File: config.mk
export PLATFORM = sky130hd
export DESIGN_NAME = parking_distance_indicator_unit
export DESIGN_NICKNAME = d
export VERILOG_FILES = /design/src/hdl/pdi_pkg.sv /design/src/hdl/pdi_cfg_regs.sv /design/src/hdl/pdi_core.sv /design/src/hdl/parking_distance_indicator_unit.sv
export SDC_FILE = /design/constraint.sdc
export NUM_CORES = 1
export LEC_CHECK = 0
export BUFFER_PORTS_ARGS = -buffer_cell sky130_fd_sc_hd__buf_2
export CORE_MARGIN = 5
export CORE_UTILIZATION = 52
export DETAILED_ROUTE_END_ITERATION = 12
export PLACE_DENSITY = 0.69
export SLEW_MARGIN = 20
export SYNTH_ARGS = -nofsm -noshare
export SYNTH_HDL_FRONTEND = slang
export SYNTH_HIERARCHICAL = 1
export SYNTH_SLANG_ARGS = --single-unit
File: constraint.sdc
create_clock -name i_clk -period 10.4 [get_ports i_clk]
set_clock_uncertainty 0.1 [all_clocks]
set_input_delay 1.04 -clock i_clk [delete_from_list [all_inputs] [get_ports i_clk]]
set_output_delay 1.04 -clock i_clk [all_outputs]
set_load 0.02 [all_outputs]
File: src/hdl/pdi_pkg.sv
// ----------------------------------------------------------------------------
// pdi_pkg
// Shared types and constants of the parking distance indicator: the beat
// structs, configuration layout, action codes and the saturating adder.
// ----------------------------------------------------------------------------
package pdi_pkg;

    localparam int unsigned CFG_IDX_W  = 3;
    localparam int unsigned CFG_DATA_W = 64;

    localparam logic [CFG_IDX_W-1:0] CFG_THRESHOLD_TABLE   = 3'd0;
    localparam logic [CFG_IDX_W-1:0] CFG_STABLE_BAND       = 3'd1;
    localparam logic [CFG_IDX_W-1:0] CFG_SLEEP_DELAY_MS    = 3'd2;
    localparam logic [CFG_IDX_W-1:0] CFG_FLASH_TIME_MS     = 3'd3;
    localparam logic [CFG_IDX_W-1:0] CFG_ERROR_RECOVERY_MS = 3'd4;

    localparam logic [2:0] ACT_BAR   = 3'd0;
    localparam logic [2:0] ACT_FLASH = 3'd1;
    localparam logic [2:0] ACT_SLEEP = 3'd2;
    localparam logic [2:0] ACT_ERROR = 3'd3;
    localparam logic [2:0] ACT_RESET = 3'd4;
    localparam logic [2:0] ACT_WOKE  = 3'd5;

    localparam logic [7:0] TOO_CLOSE  = 8'd3;
    localparam int unsigned MAX_LEDS  = 8;

    typedef struct packed {
        logic        reading_valid;
        logic [7:0]  distance;
        logic [15:0] elapsed_ms;
    } t_in_beat;

    typedef struct packed {
        logic [2:0] action;
        logic [7:0] led_flags;
        logic       status_on;
    } t_out_beat;

    typedef struct packed {
        logic [63:0] threshold_table;
        logic [7:0]  stable_band;
        logic [31:0] sleep_delay_ms;
        logic [32:0] flash_end_ms;
        logic [31:0] error_recovery_ms;
    } t_cfg;

    function automatic logic [31:0] sat_add32(input logic [31:0] a, input logic [31:0] b);
        logic [32:0] sum;
        sum = {1'b0, a} + {1'b0, b};
        return sum[32] ? 32'hFFFF_FFFF : sum[31:0];
    endfunction

endpackage

File: src/hdl/pdi_cfg_regs.sv
// ----------------------------------------------------------------------------
// pdi_cfg_regs
// Configuration register file; also keeps the end of the pre-sleep flash
// window (sleep delay plus flash time) as a precomputed 33-bit value.
// ----------------------------------------------------------------------------
module pdi_cfg_regs
    import pdi_pkg::*;
(
    input  logic                  i_clk,
    input  logic                  i_rst_n,
    input  logic                  i_cfg_we,
    input  logic [CFG_IDX_W-1:0]  i_cfg_idx,
    input  logic [CFG_DATA_W-1:0] i_cfg_data,
    output t_cfg                  o_cfg
);

    t_cfg r_cfg;
    t_cfg n_cfg;

    always_comb begin
        n_cfg = r_cfg;
        if (i_cfg_we) begin
            unique case (i_cfg_idx)
                CFG_THRESHOLD_TABLE:   n_cfg.threshold_table   = i_cfg_data;
                CFG_STABLE_BAND:       n_cfg.stable_band       = i_cfg_data[7:0];
                CFG_SLEEP_DELAY_MS:    n_cfg.sleep_delay_ms    = i_cfg_data[31:0];
                CFG_FLASH_TIME_MS:     n_cfg.flash_end_ms      = r_cfg.flash_end_ms;
                CFG_ERROR_RECOVERY_MS: n_cfg.error_recovery_ms = i_cfg_data[31:0];
                default: begin
                end
            endcase
        end
    end

    logic [31:0] r_flash_time_ms;

    always_ff @(posedge i_clk) begin
        if (!i_rst_n) begin
            r_cfg.threshold_table   <= '0;
            r_cfg.stable_band       <= '0;
            r_cfg.sleep_delay_ms    <= '0;
            r_cfg.flash_end_ms      <= '0;
            r_cfg.error_recovery_ms <= '0;
            r_flash_time_ms         <= '0;
        end else begin
            r_cfg.threshold_table   <= n_cfg.threshold_table;
            r_cfg.stable_band       <= n_cfg.stable_band;
            r_cfg.sleep_delay_ms    <= n_cfg.sleep_delay_ms;
            r_cfg.error_recovery_ms <= n_cfg.error_recovery_ms;
            if (i_cfg_we && (i_cfg_idx == CFG_FLASH_TIME_MS)) begin
                r_flash_time_ms <= i_cfg_data[31:0];
            end
            // flash window end is registered from the delay and flash time, following them in the next cycle
            r_cfg.flash_end_ms <= {1'b0, r_cfg.sleep_delay_ms} + {1'b0, r_flash_time_ms};
        end
    end

    assign o_cfg = r_cfg;

endmodule

File: src/hdl/pdi_core.sv
// ----------------------------------------------------------------------------
// pdi_core
// Tracking state and the per-reading decision: stable distance and time,
// gap and error timers, sleep flag; forms the result of one reading.
// ----------------------------------------------------------------------------
module pdi_core
    import pdi_pkg::*;
#(
    parameter int unsigned LED_COUNT = 8
) (
    input  logic      i_clk,
    input  logic      i_rst_n,
    input  t_cfg      i_cfg,
    input  logic      i_take,
    input  t_in_beat  i_beat,
    output t_out_beat o_result
);

    logic [7:0]  r_stable_distance, n_stable_distance;
    logic [31:0] r_stable_time,     n_stable_time;
    logic [31:0] r_gap_time,        n_gap_time;
    logic        r_error_active,    n_error_active;
    logic [31:0] r_error_time,      n_error_time;
    logic        r_asleep,          n_asleep;

    logic [7:0]  diff;
    logic        in_band;
    logic [31:0] el32;
    logic [31:0] delta;
    logic [7:0]  bar;
    t_out_beat   res;

    assign el32    = {16'd0, i_beat.elapsed_ms};
    assign diff    = (i_beat.distance > r_stable_distance) ?
                     (i_beat.distance - r_stable_distance) :
                     (r_stable_distance - i_beat.distance);
    assign in_band = (diff <= i_cfg.stable_band);
    assign delta   = sat_add32(r_gap_time, el32);

    always_comb begin
        bar = '0;
        for (int i = 0; i < MAX_LEDS; i++) begin
            bar[i] = (i < LED_COUNT) && (i_beat.distance < i_cfg.threshold_table[8*i +: 8]);
        end
    end

    always_comb begin
        n_stable_distance = r_stable_distance;
        n_stable_time     = r_stable_time;
        n_gap_time        = r_gap_time;
        n_error_active    = r_error_active;
        n_error_time      = r_error_time;
        n_asleep          = r_asleep;
        res               = '0;
        if (r_asleep) begin
            if (i_beat.reading_valid && in_band) begin
                res.action = ACT_SLEEP;
            end else begin
                n_asleep      = 1'b0;
                res.action    = ACT_WOKE;
                res.status_on = 1'b1;
            end
        end else if (i_beat.reading_valid) begin
            if (in_band) begin
                n_stable_time = sat_add32(r_stable_time, delta);
            end else begin
                n_stable_distance = i_beat.distance;
                n_stable_time     = '0;
            end
            n_gap_time     = '0;
            n_error_active = 1'b0;
            n_error_time   = '0;
            if (n_stable_time >= i_cfg.sleep_delay_ms) begin
                if ({1'b0, n_stable_time} <= i_cfg.flash_end_ms) begin
                    res.action    = ACT_FLASH;
                    res.status_on = 1'b1;
                end else begin
                    n_asleep   = 1'b1;
                    res.action = ACT_SLEEP;
                end
            end else if (i_beat.distance <= TOO_CLOSE) begin
                res.action    = ACT_FLASH;
                res.status_on = 1'b1;
            end else begin
                res.action    = ACT_BAR;
                res.led_flags = bar;
                res.status_on = 1'b1;
            end
        end else begin
            n_gap_time = sat_add32(r_gap_time, el32);
            if (!r_error_active) begin
                n_error_active = 1'b1;
                n_error_time   = '0;
            end else begin
                n_error_time = sat_add32(r_error_time, el32);
            end
            if (n_error_time >= i_cfg.error_recovery_ms) begin
                n_stable_distance = '0;
                n_stable_time     = '0;
                n_gap_time        = '0;
                n_error_active    = 1'b0;
                n_error_time      = '0;
                n_asleep          = 1'b0;
                res.action        = ACT_RESET;
            end else begin
                res.action = ACT_ERROR;
            end
        end
    end

    always_ff @(posedge i_clk) begin
        if (!i_rst_n) begin
            r_stable_distance <= '0;
            r_stable_time     <= '0;
            r_gap_time        <= '0;
            r_error_active    <= 1'b0;
            r_error_time      <= '0;
            r_asleep          <= 1'b0;
        end else if (i_take) begin
            r_stable_distance <= n_stable_distance;
            r_stable_time     <= n_stable_time;
            r_gap_time        <= n_gap_time;
            r_error_active    <= n_error_active;
            r_error_time      <= n_error_time;
            r_asleep          <= n_asleep;
        end
    end

    assign o_result = res;

endmodule

File: src/hdl/parking_distance_indicator_unit.sv
// ----------------------------------------------------------------------------
// parking_distance_indicator_unit
// Parking distance indicator: range readings in, LED/status actions out.
// ----------------------------------------------------------------------------
// Each input beat is one range reading and gives exactly one result beat.
// A reading is captured in an input register and decided from it, the result
// landing in an output register; one reading can be taken every cycle while
// the output does not stall, the rate being set by the single decision stage,
// which updates the tracking state as the result is written.
// The input stalls only while a finished result is held by a stalled output
// and a second reading already waits in the input register. Configuration
// writes take effect for readings accepted after the write.
module parking_distance_indicator_unit
    import pdi_pkg::*;
#(
    parameter int unsigned LED_COUNT = 8
) (
    input  logic                  i_clk,
    input  logic                  i_rst_n,
    input  logic                  i_cfg_we,
    input  logic [CFG_IDX_W-1:0]  i_cfg_idx,
    input  logic [CFG_DATA_W-1:0] i_cfg_data,
    input  logic                  i_in_valid,
    output logic                  o_in_stall,
    input  t_in_beat              i_in_data,
    output logic                  o_out_valid,
    input  logic                  i_out_stall,
    output t_out_beat             o_out_data
);

    t_cfg      cfg;
    t_out_beat result;
    logic      advance;
    logic      take;

    logic      r_s1_valid;
    t_in_beat  r_s1_beat;
    logic      r_out_valid;
    t_out_beat r_out_beat;

    pdi_cfg_regs u_cfg (
        .i_clk      (i_clk),
        .i_rst_n    (i_rst_n),
        .i_cfg_we   (i_cfg_we),
        .i_cfg_idx  (i_cfg_idx),
        .i_cfg_data (i_cfg_data),
        .o_cfg      (cfg)
    );

    pdi_core #(
        .LED_COUNT (LED_COUNT)
    ) u_core (
        .i_clk    (i_clk),
        .i_rst_n  (i_rst_n),
        .i_cfg    (cfg),
        .i_take   (take),
        .i_beat   (r_s1_beat),
        .o_result (result)
    );

    assign advance    = !r_out_valid || !i_out_stall;
    assign take       = r_s1_valid && advance;
    assign o_in_stall = r_s1_valid && !advance;

    always_ff @(posedge i_clk) begin
        if (!i_rst_n) begin
            r_s1_valid  <= 1'b0;
            r_out_valid <= 1'b0;
        end else begin
            if (advance) begin
                r_out_valid <= r_s1_valid;
            end
            if (!o_in_stall) begin
                r_s1_valid <= i_in_valid;
            end
        end
    end

    always_ff @(posedge i_clk) begin
        if (take) begin
            r_out_beat <= result;
        end
        if (!o_in_stall && i_in_valid) begin
            r_s1_beat <= i_in_data;
        end
    end

    assign o_out_valid = r_out_valid;
    assign o_out_data  = r_out_beat;

endmodule

==> summary.txt, run 1 <==
Floorplan
  – Total die area: 47900 sq um
  – Floorplan Core Area: 43200 sq um
  – # IOs: 111
  – Site Rows: 76
  – Die height: 219 um
  – Initial core utilization: 52.6%
  – Die width: 219 um

Synthesis
  – Synthesized net count: 3193
  – Synth Register Bits: 346
  – Netlist Area Pre-Place: 22700 sq um
  – Post-synthesis cell count: 2821
  – Post-synth EDFFs: 37
  – Post-synth top flop: dfxtp_1
  – Synth unique cells: 88
  – Async S/R FF share, synth: 0%
  – Post-synthesis sequential area ratio: 32.2%
  – Yosys synthesis warning count: 6
  – Synthesized area per cell: 8.05 sq um

Drt
  – Residual DRC count: 0
  – DRT Wirelength: 66.7 mm
  – 1st-iter DRT viols: 1695
  – Via/cell ratio: 5.87
  – DRT antenna net count: 0
  – DR WL/cell: 19.1 um
  – Pre-Repair DR Iteration Count: 5
  – Vias: 20500

Clock tree
  – CTS tree: yes
  – Worst skew pair latency: 570 ps
  – Post-CTS Hold Buffers: 0
  – Depth of the CTS H-tree: 2
  – CTS Buf Count: 41
  – Clock Path Buffers: 3
  – Root buffer cell: clkbuf_16
  – Post-cts sizing count: 0
  – Reg clk slew, reported paths: 60 ps
  – Post-CTS Repair Setup Buffers: 0
  – Sink Count: 346

Run status
  – Outcome: finished clean

STA
  – Worst hold slack: 350 ps
  – RSZ-0062 raised after global routing: no
  – Slew margin rel.: 28.7%
  – Final Hold Fails: 0
  – Max Clock Freq: 110 MHz
  – Worst slew pin tran: 1070 ps
  – Final Setup Violations: 0
  – Final period utilization: 87.0%
  – Slew Limit Fails: 0
  – Setup TNS Final: 0 ps
  – Setup WS post-layout: 1350 ps
  – Fin crit period: 9050 ps

Setup path
  – Maximum fanout along the worst path: 13
  – CP startpoint kind: flop
  – Setup crit end kind: flop
  – Critical Path Most Common Cell: a211oi_1
  – Slowest cell on the critical path: or4b_2
  – Critical Path RT: 10710 ps
  – Worst path arrival time: 9360 ps
  – CP max stage delay: 640 ps
  – CP Class: flop to flop

Power and ir drop
  – Static leakage: 10.3 nW
  – Power per cell area: 149 nW/um^2
  – Peak supply drop: 0.133 mV

Finish
  – Area added between synthesis and finish: 10.9%
  – Antenna Cells: 0
  – Nets: 3248
  – Layout cells sized above 1: 8.94%

Place
  – Buffers on Ports: 110
  – Post-place setup slack: 1430 ps
  – Routability cong.: 0.945
  – Placed wire-length estimate: 50.3 mm

Job
  – Max-cap viol count: 0

Min path
  – Worst hold path type: flop to flop

Global route
  – Grt total ovfl: 0
  – Vias in the first global route: 19500
  – GRT Overall Usage: 27.1%
  – Initial antenna violation count: 5
  – First-pass GRT wire length: 105 mm
  – Largest net degree at the start of global routing: 107
==> power by group <==
part / total, mW / switching [mW] / internal, mW / leakage (nW)
logic: 0.759 / 0.474 / 0.285 / 6.72
clock network: 1.56 / 0.594 / 0.966 / 0.735
registers: 1.43 / 0.0331 / 1.39 / 2.86
total: 3.74 / 1.10 / 2.64 / 10.3
==> worst paths after layout <==
check	start	end	slack, ps	depth (start not counted)
setup / recovery	r_s1_beat[0]	o_out_data[9]	1350	30
hold / removal	u_cfg/o_cfg[137]	u_cfg/o_cfg[137]	350	2
setup reg to reg	r_s1_beat[0]	o_out_data[9]	1350	30
hold reg to reg	u_cfg/o_cfg[137]	u_cfg/o_cfg[137]	350	2
==> critical path, delay by kind of cell (launching register included) <==
| kind | cells | cell delay (ps) |
|---|---|---|
| simple gates | 9 | 2490 |
| compound gates | 16 | 4250 |
| flops | 1 | 400 |
| fa+ha+maj | 5 | 1650 |
==> cell type report <==
| class | count | area [sq um] |
|---|---|---|
| flip-flops and latches | 346 | 7300 |
| fillers | 4025 | 18000 |
| clock inverters | 23 | 297 |
| well taps | 585 | 732 |
| repair buffers | 131 | 711 |
| clock buffers | 53 | 1200 |
| multi-input cells | 2127 | 14100 |
| inverters | 229 | 860 |
==> Yosys cell counts (6+ instances only) <==
cell type	count	share of area (%)
a2111oi_2	8	0.53
a211o_1	7	0.27
a211oi_1	21	0.69
a21boi_0	96	3.2
a21o_1	92	3.0
a21oi_1	273	6.0
a22o_1	52	2.0
a22oi_1	8	0.26
a31oi_1	19	0.52
and2_1	30	0.83
and3_1	31	0.85
and4_1	8	0.31
buf_2	15	0.33
clkbuf_1	98	1.6
dfxtp_1	309	27
edfxtp_1	37	4.9
fa_1	6	0.53
ha_1	269	15
inv_1	226	3.7
mux2_2	6	0.30
mux2i_1	9	0.40
nand2_1	479	7.9
nand2b_1	27	0.74
nand3_1	51	1.1
nand4_1	32	0.88
nor2_1	132	2.2
nor2b_1	28	0.77
nor3_1	26	0.57
o211ai_1	19	0.63
o21a_1	28	0.93
o21ai_0	146	3.2
o21ai_1	6	0.13
o21bai_1	8	0.26
o22ai_1	12	0.33
o2bb2ai_1	7	0.27
or2_2	12	0.33
or3_1	10	0.28
xnor2_1	46	1.8
xor2_1	32	1.2
==> sequential cells by signal, summed over array words and instances (netlist names), 8 cells and up <==
register and count:
o_out_data 12, r_s1_beat 25, u_cfg/o_cfg 169, u_cfg/r_flash_time_ms 32, u_core/r_error_time 32, u_core/r_gap_time 32
u_core/r_stable_distance 8, u_core/r_stable_time 32
==> cell usage in the layout, fill, tap and decap left out, types with 32 or more instances in the layout <==
cell       instances
a21boi_0          95
a21o_1            92
a21oi_1          273
a22o_1            52
buf_2            109
clkbuf_16         45
dfxtp_1          309
edfxtp_1          37
ha_1             269
inv_1            226
nand2_1          477
nand3_1           51
nand4_1           32
nor2_1           131
o21ai_0          146
xnor2_1           46
xor2_1            32
==> through the flow <==
stage          utilization [%]  std cells  power [mW]  cell area [sq um]
2_1_floorplan                -       2821        1.97              22700
3_5_place_dp              54.8       3418        2.20              23700
4_1_cts                   58.3       3494        3.76              25200
3_3_place_gp              54.8       3418        2.18              23700
6_report                  58.3       3494        3.74              25200
5_1_grt                   58.3       3494        3.91              25200
==> layer usage <==
metal	part of all wire (%)	vias to the layer above	GRT usage, %
li1	-	10000	-
met1	46	9710	37.7
met2	45	655	43.7
met3	6.0	113	3.85
met4	2.9	10	8.37
met5	0.081	-	0
==> kinds of logic after synthesis <==
| family | after synthesis | synth area share, % |
|---|---|---|
| simple gates | 895 | 17.8 |
| flops | 346 | 32.2 |
| mux | 15 | 0.695 |
| buf+inv | 348 | 5.89 |
| xor+xnor | 78 | 3.01 |
| fa+ha+maj | 275 | 15.4 |
| compound gates | 864 | 25.1 |
(Power assumes the default switching activity.)
==> run 2, diff against run 1 <==
--- a/config.mk
+++ b/config.mk
@@ -10,6 +10,8 @@
 export CORE_UTILIZATION = 52
 export DETAILED_ROUTE_END_ITERATION = 12
 export PLACE_DENSITY = 0.69
+export RECOVER_POWER = 100
+export SETUP_SLACK_MARGIN = 0.2
 export SLEW_MARGIN = 20
 export SYNTH_ARGS = -nofsm -noshare
 export SYNTH_HDL_FRONTEND = slang
==> run 2 against run 1 <==
  * The run now ends with max-capacitance violations, max-slew violations left
  * Final cell count unchanged
  * Clock power about the same
  * Sequential cell count stayed put
  * Fmax hardly changed
  * Worst hold slack improved by 1.9 ps
  * Count of clock-buffer cells in the layout did not move
  * Critical path type unchanged
  * Wire length rose by 0.20%
  * Largest cell class unchanged
  * Sequential power about the same
==> summary.txt, run 2 (synthesized netlist as in run 1, its figures left out) <==
Finish
  – Most frequent cells in the layout: 478 x nand2_1, 309 x dfxtp_1, 273 x a21oi_1, 269 x ha_1, 227 x inv_1
  – Area added between synthesis and finish: 10.0%
  – Final Util: 57.8%
  – Final instance area: 25000 sq um
  – Seq. cell area: 7300 sq um
  – Antenna Cells: 0
  – Fillers: 4058
  – Nets: 3248
  – Area of the multi-input gates: 13900 sq um
  – Layout cells sized above 1: 7.18%
  – Max FFs per register: 169
  – Leading cell type in the layout, fill and taps excluded: nand2_1

Global route
  – Vias in the first global route: 19500
  – Met3 Use GR: 3.85%
  – GRT Overall Usage: 27.1%
  – GR Util met2: 43.7%
  – Largest net degree at the start of global routing: 107
  – Grt total ovfl: 0
  – Most Crowded Layer GR: met2
  – First-pass GRT wire length: 105 mm
  – Met1 Track Usage GR: 37.7%
  – Initial antenna violation count: 5

Setup path
  – Buffers & Inverters on Critical Path: 0
  – Maximum fanout along the worst path: 13
  – Critical Path RT: 10590 ps
  – Worst path arrival time: 9240 ps
  – Slowest cell on the critical path: or4b_2
  – Crit path max-delay family: compound AO/OA/AOI/OAI gates
  – CP Class: flop to flop
  – CP max stage delay: 640 ps
  – Crit. Startpoint: r_s1_beat[0]
  – R2r startpoint: r_s1_beat[0]
  – CP startpoint kind: flop
  – Crit path capture: o_out_data[1]
  – Levels on crit path: 29
  – Setup crit end kind: flop
  – FF-to-FF path depth: 29
  – Critical Path Most Common Cell: a211oi_1
  – Reg2Reg Capture Point: o_out_data[1]
  – Register-to-Register Setup Slack: 1360 ps

Job
  – Max-cap viol count: 5

STA
  – Final period utilization: 87.0%
  – Slew Limit Fails: 284
  – Fin crit period: 9040 ps
  – Slew margin rel.: -155%
  – Setup TNS Final: 0 ps
  – RSZ-0062 raised after global routing: no
  – Worst slew pin tran: 3830 ps
  – Max Clock Freq: 111 MHz
  – Final Hold Fails: 0
  – Final Setup Violations: 0

Drt
  – DRT Wirelength: 66.8 mm
  – Via/cell ratio: 5.88
  – Residual DRC count: 0
  – DRT antenna net count: 0
  – DR WL/cell: 19.1 um
  – 1st-iter DRT viols: 1569
  – Vias: 20600
  – Pre-Repair DR Iteration Count: 6

Min path
  – Hold-critical path depth: 2
  – Worst hold path type: flop to flop

Power and ir drop
  – Peak supply drop: 0.133 mV
  – Register share of total power: 38.3%
  – Sw Ratio: 29.3%
  – Power per cell area: 149 nW/um^2
  – Static leakage: 10.2 nW
  – Switch Pwr: 1.09 mW
  – Clock network fraction of total power: 41.9%
  – Logic pwr share: 19.8%
  – Total Power: 3.73 mW
  – Pint: 2.64 mW

Floorplan
  – Total die area: 47900 sq um
  – Site Rows: 76
  – Die height: 219 um
  – Initial core utilization: 52.6%
  – Die width: 219 um
  – # IOs: 111
  – Floorplan Core Area: 43200 sq um

Clock tree
  – Reg clk slew, reported paths: 60 ps
  – Post-cts sizing count: 0
  – Depth of the CTS H-tree: 2
  – Root buffer cell: clkbuf_16
  – Worst skew pair latency: 570 ps
  – Post-CTS Hold Buffers: 0
  – CTS tree: yes
  – Sink Count: 346
  – Post-CTS Repair Setup Buffers: 0
  – CTS Buf Count: 41
  – Clock Path Buffers: 3

Place
  – Placed wire-length estimate: 50.3 mm
  – Dpl cell area: 23700 sq um
  – Routability cong.: 0.945
  – Buffers on Ports: 110

Run status
  – Outcome: complete, but fails checks
  – Violations in the final reports: max-capacitance violations, max-slew violations
-- run 2: worst min-delay path by stage --
stage	startpoint	endpoint
after floorplan	u_core/r_gap_time[20]	u_core/r_gap_time[20]
after global placement	u_core/r_gap_time[20]	u_core/r_gap_time[20]
after detailed placement	u_cfg/o_cfg[105]	u_cfg/o_cfg[105]
after CTS	u_cfg/o_cfg[105]	u_cfg/o_cfg[105]
after global routing	u_cfg/o_cfg[145]	u_cfg/o_cfg[145]
final	u_cfg/o_cfg[137]	u_cfg/o_cfg[137]
-- run 2: through the flow --
step	hold slack (ps)	std cells	setup WS (ps)
6_report	352	3494	1360
3_5_place_dp	343	3418	1430
4_1_cts	354	3494	1360
5_1_grt	369	3494	500
3_3_place_gp	339	3418	1700
2_1_floorplan	325	2821	3160
-- run 2: worst register-to-register path: cells and delay by family (launching register included) --
kind	cells	cell delay, ps
AOI/OAI and AO/OA	15	4260
adders and majority gates	5	1640
DFF	1	400
and+or+nand+nor	9	2360
-- run 2: area by class of cell --
type | count | share of cell area [%]
multi-input cells | 2127 | 55.8
flip-flops and latches | 346 | 29.2
clock buffers | 53 | 4.79
inverters | 229 | 3.44
well taps | 585 | 2.93
repair buffers | 131 | 2.62
clock inverters | 23 | 1.19
-- run 2: per-layer routing --
layer | vias up | part of all wire (%)
met5 | - | 0.090
met4 | 10 | 2.9
met3 | 112 | 6.4
met2 | 677 | 45
met1 | 9733 | 46
li1 | 10000 | -
-- run 2: power groups by stage --
stage | clock network (mW) | registers, mW | logic [mW]
3_5_place_dp | 0 | 1.45 | 0.747
6_report | 1.56 | 1.43 | 0.740
4_1_cts | 1.59 | 1.43 | 0.751
2_1_floorplan | 0 | 1.45 | 0.524
5_1_grt | 1.64 | 1.43 | 0.816
3_3_place_gp | 0 | 1.45 | 0.725
==> run 3, diff against run 2 <==
--- a/config.mk
+++ b/config.mk
@@ -5,11 +5,12 @@
 export SDC_FILE = /design/constraint.sdc
 export NUM_CORES = 1
 export LEC_CHECK = 0
+export ABC_AREA = 0
 export BUFFER_PORTS_ARGS = -buffer_cell sky130_fd_sc_hd__buf_2
 export CORE_MARGIN = 5
-export CORE_UTILIZATION = 52
+export CORE_UTILIZATION = 51
 export DETAILED_ROUTE_END_ITERATION = 12
-export PLACE_DENSITY = 0.69
+export PLACE_DENSITY = 0.68
 export RECOVER_POWER = 100
 export SETUP_SLACK_MARGIN = 0.2
 export SLEW_MARGIN = 20
==> run 3 against run 2 <==
  * The run still ends with max-capacitance violations, max-slew violations left
  * Clock power is 4% lower
  * Critical path depth unchanged
  * Register-to-register slack got worse by 200 ps
  * Critical path type unchanged
  * Final cell count increased by 0.17%
  * Worst setup slack got worse by 200 ps
==> summary.txt, run 3 (synthesized netlist as in run 1, its figures left out) <==
Setup path
  – Worst path arrival time: 9440 ps
  – Critical Path Most Common Cell: ha_1
  – Buffers & Inverters on Critical Path: 1
  – CP max stage delay: 700 ps
  – Maximum fanout along the worst path: 13
  – Slowest cell on the critical path: o41ai_1
  – CP startpoint kind: flop
  – Setup crit end kind: flop
  – CP Class: flop to flop
  – Critical Path RT: 10600 ps
  – Crit path max-delay family: compound AO/OA/AOI/OAI gates

STA
  – Final period utilization: 88.9%
  – Final Hold Fails: 0
  – Slew margin rel.: -177%
  – Setup WS post-layout: 1160 ps
  – Slew Limit Fails: 277
  – Fin crit period: 9240 ps
  – Final Setup Violations: 0
  – Setup TNS Final: 0 ps
  – Max Clock Freq: 108 MHz
  – Worst slew pin tran: 4160 ps
  – RSZ-0062 raised after global routing: no

Finish
  – Most frequent cells in the layout: 478 x nand2_1, 309 x dfxtp_1, 273 x a21oi_1, 269 x ha_1, 226 x inv_1
  – Layout cells sized above 1: 7.23%
  – Nets: 3246
  – Final instance area: 24900 sq um
  – Fin cells: 3500
  – Leading cell type in the layout, fill and taps excluded: nand2_1
  – Area added between synthesis and finish: 9.93%
  – Max FFs per register: 169

Drt
  – DR WL met2: 28.6 mm
  – M1 wire length: 31.1 mm
  – DRT antenna net count: 0
  – Pre-Repair DR Iteration Count: 5
  – Top Metal Used: met5
  – Met3 wire len: 4.10 mm
  – Residual DRC count: 0
  – DR WL/cell: 18.8 um
  – Via/cell ratio: 5.78
  – Vias: 20200
  – DRT Wirelength: 66.0 mm
  – 1st-iter DRT viols: 1768

Floorplan
  – Total die area: 48800 sq um
  – Site Rows: 77
  – Floorplan Core Area: 44100 sq um
  – Die width: 221 um
  – Initial core utilization: 51.4%
  – # IOs: 111
  – Die height: 221 um

Place
  – Routability cong.: 0.917
  – Post-place setup slack: 1400 ps
  – Buffers on Ports: 110
  – Placed instance count: 3423
  – Dpl cell area: 23700 sq um
  – Placed wire-length estimate: 49.7 mm

Min path
  – Worst hold path type: flop to flop

Power and ir drop
  – Static leakage: 10.1 nW
  – Peak supply drop: 0.125 mV
  – Power per cell area: 147 nW/um^2

Clock tree
  – Post-CTS Hold Buffers: 0
  – CTS tree: yes
  – Post-CTS Repair Setup Buffers: 0
  – Sink Count: 346
  – Post-cts sizing count: 0
  – Root buffer cell: clkbuf_16
  – Worst skew pair latency: 600 ps
  – Depth of the CTS H-tree: 2
  – CTS Buf Count: 40
  – Clock Path Buffers: 3
  – Reg clk slew, reported paths: 60 ps

Global route
  – First-pass GRT wire length: 104 mm
  – Vias in the first global route: 19200
  – GRT Overall Usage: 25.9%
  – Initial antenna violation count: 2
  – Largest net degree at the start of global routing: 88
  – Grt total ovfl: 0

Job
  – Max-cap viol count: 4

Run status
  – Violations in the final reports: max-capacitance violations, max-slew violations
  – Outcome: complete, but fails checks
run 3: cell types whose count changed in the layout (fill, tap and decap cells not counted), sizes merged:
cell,delta
buf,-3
clkbuf,+3
diode,+2
bufinv,-1
clkinv,-1
clkinvlp,-1
run 3: path summary, 6_finish.rpt:
check,startpoint,end,slack [ps],cells past startpoint
max,r_s1_beat[0],o_out_data[3],1160,29
min,u_cfg/o_cfg[146],u_cfg/o_cfg[146],350,2
max reg2reg,r_s1_beat[0],o_out_data[3],1160,29
min reg2reg,u_cfg/o_cfg[146],u_cfg/o_cfg[146],350,2
run 3: report_power, final:
| part | switching [mW] | total, mW | internal [mW] |
|---|---|---|---|
| Clock | 0.600 | 1.49 | 0.893 |
| Combinational | 0.463 | 0.742 | 0.279 |
| Sequential | 0.0327 | 1.43 | 1.39 |
run 3: layout make-up:
cell class	count	area, sq um
Clock buffer	54	1120
Fill cell	4178	19200
Timing Repair Buffer	130	651
Sequential cell	346	7300
Antenna cell	2	5.00
Inverter	229	860
Tap cell	592	741
Multi-Input combinational cell	2127	14000
Clock inverter	20	283
run 3: per-layer routing:
layer	vias to the layer above	global-route usage, %
li1	10000	-
met1	9433	37.0
met2	639	40.6
met3	115	4.09
met4	2	7.78
met5	-	0
run 3: worst reg2reg max path, delay by kind of cell (launching register included):
family	cells	cell delay, ps
AOI/OAI and AO/OA	14	4400
and+or+nand+nor	10	2420
adders and majority gates	4	1340
DFF	1	390
buffers and inverters	1	290
run 3: metrics by stage:
step / utilization, % / power, mW / hold WS, ps
final: 56.5 / 3.66 / 355
after global routing: 56.5 / 3.83 / 377
after CTS: 56.8 / 3.70 / 354
after detailed placement: 53.6 / 2.20 / 344
after global placement: 53.6 / 2.18 / 334
after floorplan: - / 1.97 / 325
